$ cat src/design/hdsw_pkg.sv
// ----------------------------------------------------------------------------
// hdsw_pkg
// Shared types and constants for the half-duplex single-wire UART.
// ----------------------------------------------------------------------------
package hdsw_pkg;

   // Tick counter width default
   localparam int COUNT_WIDTH_DEFAULT = 16;

   // Configuration port
   localparam int CSR_ADDR_WIDTH = 3;
   localparam int CSR_DATA_WIDTH = 32;
   localparam int PERIOD_WIDTH   = 16;
   localparam logic CSR_IDX_BIT_PERIOD = 1'b0;   // paddr[2] of the bit period register
   localparam logic [PERIOD_WIDTH-1:0] PERIOD_RESET = 16'd434;
   localparam logic [PERIOD_WIDTH-1:0] PERIOD_MIN   = 16'd4;

   // Stream widths
   localparam int REQ_DATA_WIDTH = 16;
   localparam int RSP_DATA_WIDTH = 16;

   // Bit sequencing
   localparam logic [3:0] BIT_START     = 4'd0;   // start bit / lead-in
   localparam logic [3:0] BIT_LAST_DATA = 4'd8;
   localparam logic [3:0] BIT_RX_STOP   = 4'd9;   // rx: waiting for mid stop bit
   localparam logic [3:0] BIT_TX_STOP   = 4'd10;  // tx: stop bit on the line

   typedef enum logic [2:0] {
      MODE_LISTEN = 3'b001,
      MODE_RECV   = 3'b010,
      MODE_SEND   = 3'b100
   } hdsw_mode_type;

   // Link state, excluding the tick counter whose width is a parameter
   typedef struct packed {
      hdsw_mode_type mode;
      logic [3:0]    bit_index;
      logic [7:0]    shift_reg;
      logic          prev_line;
      logic          drive_level;
   } hdsw_state_type;

   // Result transaction, pin_drive in bit 0
   typedef struct packed {
      logic       sending;
      logic       receiving;
      logic [7:0] recv_byte;
      logic       recv_valid;
      logic       send_taken;
      logic       pin_out;
      logic       pin_drive;
   } hdsw_result_type;

   localparam int RESULT_WIDTH = $bits(hdsw_result_type);

endpackage

$ cat src/design/hdsw_csr.sv
// ----------------------------------------------------------------------------
// hdsw_csr
// APB-style register block holding the bit period.
// ----------------------------------------------------------------------------
module hdsw_csr (
   input  logic                                    clock,
   input  logic                                    reset,
   input  logic                                    csr_psel,
   input  logic                                    csr_penable,
   input  logic                                    csr_pwrite,
   input  logic [hdsw_pkg::CSR_ADDR_WIDTH-1:0]     csr_paddr,
   input  logic [hdsw_pkg::CSR_DATA_WIDTH-1:0]     csr_pwdata,
   output logic [hdsw_pkg::CSR_DATA_WIDTH-1:0]     csr_prdata,
   output logic                                    csr_pready,
   output logic [hdsw_pkg::PERIOD_WIDTH-1:0]       bit_period
);

   logic [hdsw_pkg::PERIOD_WIDTH-1:0] period_ff;
   logic [hdsw_pkg::PERIOD_WIDTH-1:0] period_in;
   logic                              hit;
   logic                              wr_en;

   assign csr_pready = 1'b1;
   assign hit        = (csr_paddr[2] == hdsw_pkg::CSR_IDX_BIT_PERIOD);
   assign wr_en      = csr_psel & csr_penable & csr_pwrite & csr_pready & hit;
   assign period_in  = wr_en ? csr_pwdata[hdsw_pkg::PERIOD_WIDTH-1:0] : period_ff;

   always_ff @(posedge clock) begin
      if (reset) begin
         period_ff <= hdsw_pkg::PERIOD_RESET;
      end else begin
         period_ff <= period_in;
      end
   end

   assign csr_prdata = hit ? hdsw_pkg::CSR_DATA_WIDTH'(period_ff) : '0;
   assign bit_period = period_ff;

endmodule

$ cat src/design/hdsw_step.sv
// ----------------------------------------------------------------------------
// hdsw_step
// Next-state and result logic for one clock tick of the link.
// ----------------------------------------------------------------------------
module hdsw_step #(
   parameter int COUNT_WIDTH = hdsw_pkg::COUNT_WIDTH_DEFAULT
) (
   input  hdsw_pkg::hdsw_state_type         st,
   input  logic [COUNT_WIDTH-1:0]           tick,
   input  logic [hdsw_pkg::PERIOD_WIDTH-1:0] bit_period,
   input  logic                             line_level,
   input  logic                             send_valid,
   input  logic [7:0]                       send_byte,
   output hdsw_pkg::hdsw_state_type         st_next,
   output logic [COUNT_WIDTH-1:0]           tick_next,
   output hdsw_pkg::hdsw_result_type        res
);

   localparam int CMP_WIDTH = (COUNT_WIDTH > hdsw_pkg::PERIOD_WIDTH) ?
                              COUNT_WIDTH : hdsw_pkg::PERIOD_WIDTH;
   localparam logic [COUNT_WIDTH-1:0] COUNT_MAX = {COUNT_WIDTH{1'b1}};

   logic [CMP_WIDTH-1:0]   period_ext;
   logic [COUNT_WIDTH-1:0] period;
   logic [COUNT_WIDTH-1:0] target_rx;
   logic [COUNT_WIDTH-1:0] tick_inc;
   logic [7:0]             rx_shift;

   // Clamp period to [4, counter max]
   always_comb begin
      period_ext = CMP_WIDTH'(bit_period);
      if (bit_period < hdsw_pkg::PERIOD_MIN) begin
         period_ext = CMP_WIDTH'(hdsw_pkg::PERIOD_MIN);
      end else if (period_ext > CMP_WIDTH'(COUNT_MAX)) begin
         period_ext = CMP_WIDTH'(COUNT_MAX);
      end
   end

   assign period    = period_ext[COUNT_WIDTH-1:0];
   assign target_rx = (st.bit_index == hdsw_pkg::BIT_START) ? (period >> 1) : period;
   assign tick_inc  = tick + COUNT_WIDTH'(1);
   assign rx_shift  = {line_level, st.shift_reg[7:1]};

   always_comb begin
      st_next     = st;
      tick_next   = tick;
      res         = '0;
      res.pin_out = 1'b1;
      case (st.mode)
         hdsw_pkg::MODE_RECV: begin
            res.receiving = 1'b1;
            tick_next     = tick_inc;
            if (tick_inc >= target_rx) begin
               tick_next = '0;
               if (st.bit_index == hdsw_pkg::BIT_START) begin
                  st_next.shift_reg = '0;
                  st_next.bit_index = st.bit_index + 4'd1;
               end else if (st.bit_index < hdsw_pkg::BIT_RX_STOP) begin
                  st_next.shift_reg = rx_shift;
                  st_next.bit_index = st.bit_index + 4'd1;
                  if (st.bit_index == hdsw_pkg::BIT_LAST_DATA) begin
                     res.recv_valid = 1'b1;
                     res.recv_byte  = rx_shift;
                  end
               end else begin
                  st_next.mode      = hdsw_pkg::MODE_LISTEN;
                  st_next.bit_index = hdsw_pkg::BIT_START;
               end
            end
         end
         hdsw_pkg::MODE_SEND: begin
            res.sending   = 1'b1;
            res.pin_drive = 1'b1;
            res.pin_out   = st.drive_level;
            tick_next     = tick_inc;
            if (tick_inc >= period) begin
               tick_next = '0;
               if (st.bit_index == hdsw_pkg::BIT_START ||
                   st.bit_index >= hdsw_pkg::BIT_TX_STOP) begin
                  if (send_valid) begin
                     res.send_taken      = 1'b1;
                     st_next.shift_reg   = send_byte;
                     st_next.bit_index   = 4'd1;
                     st_next.drive_level = 1'b0;
                  end else begin
                     st_next.mode        = hdsw_pkg::MODE_LISTEN;
                     st_next.bit_index   = hdsw_pkg::BIT_START;
                     st_next.drive_level = 1'b1;
                  end
               end else if (st.bit_index <= hdsw_pkg::BIT_LAST_DATA) begin
                  st_next.drive_level = st.shift_reg[0];
                  st_next.shift_reg   = {1'b0, st.shift_reg[7:1]};
                  st_next.bit_index   = st.bit_index + 4'd1;
               end else begin
                  st_next.drive_level = 1'b1;
                  st_next.bit_index   = hdsw_pkg::BIT_TX_STOP;
               end
            end
         end
         default: begin
            // listening; unknown codes fall back here
            st_next.mode = hdsw_pkg::MODE_LISTEN;
            if (st.prev_line && !line_level) begin
               st_next.mode      = hdsw_pkg::MODE_RECV;
               tick_next         = '0;
               st_next.bit_index = hdsw_pkg::BIT_START;
               st_next.shift_reg = '0;
            end else if (send_valid) begin
               st_next.mode        = hdsw_pkg::MODE_SEND;
               tick_next           = '0;
               st_next.bit_index   = hdsw_pkg::BIT_START;
               st_next.drive_level = 1'b1;
            end
         end
      endcase
      st_next.prev_line = line_level;
   end

endmodule

$ cat src/design/half_duplex_single_wire_uart.sv
// ----------------------------------------------------------------------------
// half_duplex_single_wire_uart
// Single-pin half-duplex 8N1 UART, advanced by one tick per transaction.
// ----------------------------------------------------------------------------
//  channel | ports        | width | carries
//  --------+--------------+-------+-------------------------------------------
//  req     | req_t*       | 16    | one timer tick: pin level, byte to send
//  rsp     | rsp_t*       | 16    | pin drive, rx byte, status for that tick
//  csr     | csr_p*       | 32    | bit period register at address 0
//
//  Each req transaction is processed combinationally; its rsp transaction
//  is presented from the output register in the following cycle.
//  Throughput is one transaction per cycle, limited only by rsp_tready.
//  req_tready is low only while a finished result waits in the output
//  register and rsp_tready is low; link state then holds.
//  Synchronous active-high reset: link listening, line assumed idle high,
//  bit period 434 ticks. No clearing pass.
// ----------------------------------------------------------------------------
module half_duplex_single_wire_uart #(
   parameter int COUNT_WIDTH = hdsw_pkg::COUNT_WIDTH_DEFAULT
) (
   input  logic                                  clock,
   input  logic                                  reset,
   // req_tdata: [0] line_level, [1] send_valid, [9:2] send_byte, [15:10] zero
   input  logic                                  req_tvalid,
   output logic                                  req_tready,
   input  logic [hdsw_pkg::REQ_DATA_WIDTH-1:0]   req_tdata,
   // rsp_tdata: [0] pin_drive, [1] pin_out, [2] send_taken, [3] recv_valid,
   //            [11:4] recv_byte, [12] receiving, [13] sending, [15:14] zero
   output logic                                  rsp_tvalid,
   input  logic                                  rsp_tready,
   output logic [hdsw_pkg::RSP_DATA_WIDTH-1:0]   rsp_tdata,
   input  logic                                  csr_psel,
   input  logic                                  csr_penable,
   input  logic                                  csr_pwrite,
   input  logic [hdsw_pkg::CSR_ADDR_WIDTH-1:0]   csr_paddr,
   input  logic [hdsw_pkg::CSR_DATA_WIDTH-1:0]   csr_pwdata,
   output logic [hdsw_pkg::CSR_DATA_WIDTH-1:0]   csr_prdata,
   output logic                                  csr_pready
);

   logic [hdsw_pkg::PERIOD_WIDTH-1:0] bit_period;

   // Link state, advanced on every accepted transaction
   hdsw_pkg::hdsw_state_type  state_ff;
   hdsw_pkg::hdsw_state_type  state_in;
   logic [COUNT_WIDTH-1:0]    tick_ff;
   logic [COUNT_WIDTH-1:0]    tick_in;
   hdsw_pkg::hdsw_result_type result;

   // Output register
   logic                                out_valid_ff;
   logic                                out_valid_in;
   logic [hdsw_pkg::RESULT_WIDTH-1:0]   out_data_ff;
   logic [hdsw_pkg::RESULT_WIDTH-1:0]   out_data_in;

   logic req_fire;

   hdsw_csr u_csr (
      .clock       (clock),
      .reset       (reset),
      .csr_psel    (csr_psel),
      .csr_penable (csr_penable),
      .csr_pwrite  (csr_pwrite),
      .csr_paddr   (csr_paddr),
      .csr_pwdata  (csr_pwdata),
      .csr_prdata  (csr_prdata),
      .csr_pready  (csr_pready),
      .bit_period  (bit_period)
   );

   hdsw_step #(
      .COUNT_WIDTH (COUNT_WIDTH)
   ) u_step (
      .st         (state_ff),
      .tick       (tick_ff),
      .bit_period (bit_period),
      .line_level (req_tdata[0]),
      .send_valid (req_tdata[1]),
      .send_byte  (req_tdata[9:2]),
      .st_next    (state_in),
      .tick_next  (tick_in),
      .res        (result)
   );

   // Accept while the output slot is empty or being drained
   assign req_tready = !out_valid_ff || rsp_tready;
   assign req_fire   = req_tvalid && req_tready;

   always_ff @(posedge clock) begin
      if (reset) begin
         state_ff.mode        <= hdsw_pkg::MODE_LISTEN;
         state_ff.bit_index   <= hdsw_pkg::BIT_START;
         state_ff.shift_reg   <= '0;
         state_ff.prev_line   <= 1'b1;
         state_ff.drive_level <= 1'b1;
         tick_ff              <= '0;
      end else if (req_fire) begin
         state_ff <= state_in;
         tick_ff  <= tick_in;
      end
   end

   always_comb begin
      out_valid_in = out_valid_ff;
      out_data_in  = out_data_ff;
      if (req_fire) begin
         out_valid_in = 1'b1;
         out_data_in  = result;
      end else if (rsp_tready) begin
         out_valid_in = 1'b0;
      end
   end

   always_ff @(posedge clock) begin
      if (reset) begin
         out_valid_ff <= 1'b0;
      end else begin
         out_valid_ff <= out_valid_in;
      end
   end

   // Payload needs no reset
   always_ff @(posedge clock) begin
      out_data_ff <= out_data_in;
   end

   assign rsp_tvalid = out_valid_ff;
   assign rsp_tdata  = hdsw_pkg::RSP_DATA_WIDTH'(out_data_ff);

endmodule

$ cat config.mk
export PLATFORM = sky130hd
export DESIGN_NAME = half_duplex_single_wire_uart
export DESIGN_NICKNAME = d
export VERILOG_FILES = /design/src/design/hdsw_pkg.sv /design/src/design/hdsw_csr.sv /design/src/design/hdsw_step.sv /design/src/design/half_duplex_single_wire_uart.sv
export SDC_FILE = /design/constraint.sdc
export NUM_CORES = 1
export LEC_CHECK = 0
export BUFFER_PORTS_ARGS = -buffer_cell sky130_fd_sc_hd__buf_2
export CAP_MARGIN = 20
export CORE_UTILIZATION = 58
export CTS_CLUSTER_SIZE = 30
export DETAILED_ROUTE_END_ITERATION = 8
export PLACE_DENSITY_LB_ADDON = 0.1
export SETUP_SLACK_MARGIN = 0.05
export SLEW_MARGIN = 20
export SYNTH_ARGS = -nofsm -noshare
export SYNTH_HDL_FRONTEND = slang
export SYNTH_SLANG_ARGS = --single-unit
$ cat constraint.sdc
create_clock -name clock -period 7.6 [get_ports clock]
set_input_delay 0.76 -clock clock [delete_from_list [all_inputs] [get_ports clock]]
set_output_delay 0.76 -clock clock [all_outputs]
set_load 0.005 [all_outputs]
==> out/qor.tcl <==
set qor(status) {complete, no violations}
set qor(place.gp.congestion) 0.886
set qor(global_route_wire_length_before_repair_mm) 15.1
set qor(max_slew_margin) 0.322
set qor(fin_worst_skew_ns) 0.0140
set qor(critical_path_peak_fanout) 19
set qor(worstRegToRegCells) 13
set qor(cp_slowest_cell) {o22ai_2}
set qor(timing.final.setup_violations) 0
set qor(layout-drive-gt1-share) 0.186
set qor(period_needed_ns) 4.39
set qor(standard_cell_core_area_mm2) 0.00687
set qor(final_hold_violating_endpoints) 0
set qor(fp.dieArea_mm2) 0.00750
set qor(die_height_um) 86.6
set qor(postSynthRegisterBits) 63
set qor(cts_root_buf) {clkbuf_8}
set qor(routed_wire_length_per_instance_um) 14.2
set qor(r2r_slack_ns) 3.21
set qor(cp_data_required_time_ns) 7.85
set qor(antenna_cells) 0
set qor(timing.fmax_mhz) 228
set qor(drtAntennaViolNets) 0
set qor(clock_latency_late_sink_ns) 0.35
set qor(holdPathEnd) {tick_ff[9]$_SDFFE_PP0P_}
set qor(synthesis.area_mm2) 0.00415
set qor(drt_first_iter_violations) 217
set qor(antenna_found_initial) 0
set qor(setup.worst_path.end_class) {flop}
set qor(synthMostInstantiatedCell) {nand2_1}
set qor(regArea_mm2) 0.00139
set qor(io_buffers) 65
set qor(criticalPathCategory) {reg2reg}
set qor(cts_hold_buffers) 0
set qor(critical_path_start_type) {flop}
set qor(area_delta_synth_final_pct) 12.0
set qor(floorplan.initialDensity) 0.605
set qor(reg2reg_to) {state_ff[4]$_SDFFE_PP0P_}
set qor(cp_slowest_stage_delay_ns) 0.75
set qor(htree_num_levels) 3
set qor(hp-start) {tick_ff[9]$_SDFFE_PP0P_}
set qor(postRouteWirelength_mm) 9.23
set qor(num_io_pins) 109
set qor(overflow) 0
set qor(syn_avg_cell_area_um2) 8.39
set qor(vdd.ir_drop.worst_mv) 0.110
set qor(edff_count_synth) 13
set qor(numClockSinks) 63
set qor(drc_viols) 0
set qor(ys.flop_type) {dfxtp_1}
set qor(grt_setup_unrepaired) {false}
set qor(dieWidth_um) 86.6
set qor(grt_start_max_net_pins) 35
set qor(clockBufferDepth) 2
set qor(synth_top_cells_by_area) {dfxtp_1 24%, ha_1 11%, edfxtp_1 9.4%, nand2_1 5.7%, a21oi_1 4.9%}
set qor(vias_per_cell) 5.77
set qor(ys.warnings.count) 0
set qor(slew_violations) 0
set qor(nets) 643
set qor(cp.arrival_ns) 4.64
set qor(fraction_of_post_synthesis_cell_area_in_the_top_cell_type_by_area) 0.241
set qor(asyncSetResetFlopFracSynth) 0
set qor(post_cts_resize_count) 0
set qor(yosys-top-cells-count) {63 x nand2_1, 50 x dfxtp_1, 48 x nor2_1}
set qor(final.setup.tns_ns) 0
set qor(worst-path-buf-inv) 0
set qor(cts_tree) {built}
set qor(cellPowerDensity_mw_per_mm2) 165
set qor(vias) 3748
set qor(globalRouteTotalUtil) 0.259
set qor(worstHoldPathType) {reg2reg}
set qor(first_pass_detailed_route_iteration_total) 4
set qor(detailed_place_hpwl_mm) 6.85
set qor(cts_setup_buffers) 0
set qor(cp_cell_sequence) {and3_1 -> nand3_1 -> nor4_1 -> nor2b_1 -> or2_2 -> ha_1 -> and2_0 -> a221o_1 -> a21oi_1 -> o211ai_2 -> o22ai_2 -> nor2_2 -> a311oi_1}
set qor(hold-path-cell-count) 1
set qor(vias_in_the_first_global_route) 3297
set qor(postSynthCellCount) 495
set qor(critPathTopFamily) {simple AND/OR/NAND/NOR gates}
set qor(finalHoldWorstSlack_ns) 0.479
set qor(maxCapViolCount) 0
set qor(yosys.cell_types.count) 63
set qor(synth_area_leader_cell) {dfxtp_1}
set qor(multi_input_comb_area_mm2) 0.00248
set qor(p_leak_nw) 2.01
set qor(cts.clk_slew.worst_paths_ns) 0.08
set qor(worst-slew-pin-transition_ns) 1.02
set qor(numCtsBuffers) 9
set qor(yosysSeqAreaShare) 0.335
set qor(placementRows) 30
set qor(fillers) 600
set qor(min_period_over_period) 0.577
set qor(crit-reg2reg-launch) {tick_ff[0]$_SDFFE_PP0P_}
[placed cells by master, fill, tap and decap left out, types with 13 or more instances in the layout]
cell type	n
a21oi_1	41
edfxtp_1	13
inv_1	23
ha_1	36
nand2_1	63
dfxtp_1	50
buf_2	65
conb_1	19
nor2_1	47
o21ai_0	14
[power by group]
part           internal [W]  switching [W]   total, W
combinational     0.0000285      0.0000483  0.0000768
clock              0.000188       0.000144   0.000333
sequential         0.000351     0.00000779   0.000359
total              0.000568       0.000200   0.000769
[final cells by class]
| class | instances | area share |
|---|---|---|
| Tap cell | 96 | 0.0258 |
| Sequential cell | 63 | 0.299 |
| Clock buffer | 9 | 0.0266 |
| Clock inverter | 7 | 0.0221 |
| Timing Repair Buffer | 66 | 0.0716 |
| Multi-Input combinational cell | 383 | 0.534 |
| Inverter | 26 | 0.0210 |
[registers in the layout, summed over array words and instances (netlist names)]
signal and flops:
state_ff 17, tick_ff 16, u_csr.bit_period 16, out_data_ff 13, rsp_tvalid 1
[how the worst max path moves through the flow]
| stage | from | to | depth (start not counted) |
|---|---|---|---|
| after floorplan | tick_ff[0]$_SDFFE_PP0P_ | tick_ff[10]$_SDFFE_PP0P_ | 13 |
| after global placement | tick_ff[0]$_SDFFE_PP0P_ | state_ff[5]$_SDFFE_PP0P_ | 13 |
| after detailed placement | tick_ff[0]$_SDFFE_PP0P_ | state_ff[4]$_SDFFE_PP0P_ | 13 |
| after CTS | tick_ff[0]$_SDFFE_PP0P_ | state_ff[4]$_SDFFE_PP0P_ | 13 |
| after global routing | tick_ff[0]$_SDFFE_PP0P_ | state_ff[4]$_SDFFE_PP0P_ | 13 |
| final | tick_ff[0]$_SDFFE_PP0P_ | state_ff[4]$_SDFFE_PP0P_ | 13 |
[logic make-up (layout without fill, tap and decap cells)]
logic type	Yosys count	count (layout)	synth area share
buffers and inverters	66	108	0.0847
adder cells (fa/ha/maj)	36	36	0.108
flip-flops	63	63	0.335
XOR/XNOR	12	12	0.0253
multiplexers	4	4	0.00964
other	2	19	0.00181
AO/OA/AOI/OAI	123	123	0.207
AND/OR/NAND/NOR	189	189	0.228
[per-stage QoR]
stage               cells   util  worst slack [ns]  power [W]  area [um^2]
floorplan             512      -              4.18   0.000423         4220
global placement      634  0.644              3.38   0.000440         4420
detailed placement    634  0.644              3.29   0.000442         4420
CTS                   650  0.677              3.25   0.000773         4650
global route          650  0.677              2.87   0.000799         4650
finish                650  0.677              3.21   0.000769         4650
[per-layer routing]
metal  share of wire  track usage  vias to the layer above  wire, um
met3           0.059       0.0457                       13       546
met5               0            0                        -         0
met1            0.48        0.355                     1723      4410
met4           0.015        0.100                        0       134
li1                -            -                     1858         -
met2            0.45        0.408                      154      4140
Note: power is estimated with default switching activity, not from simulation.
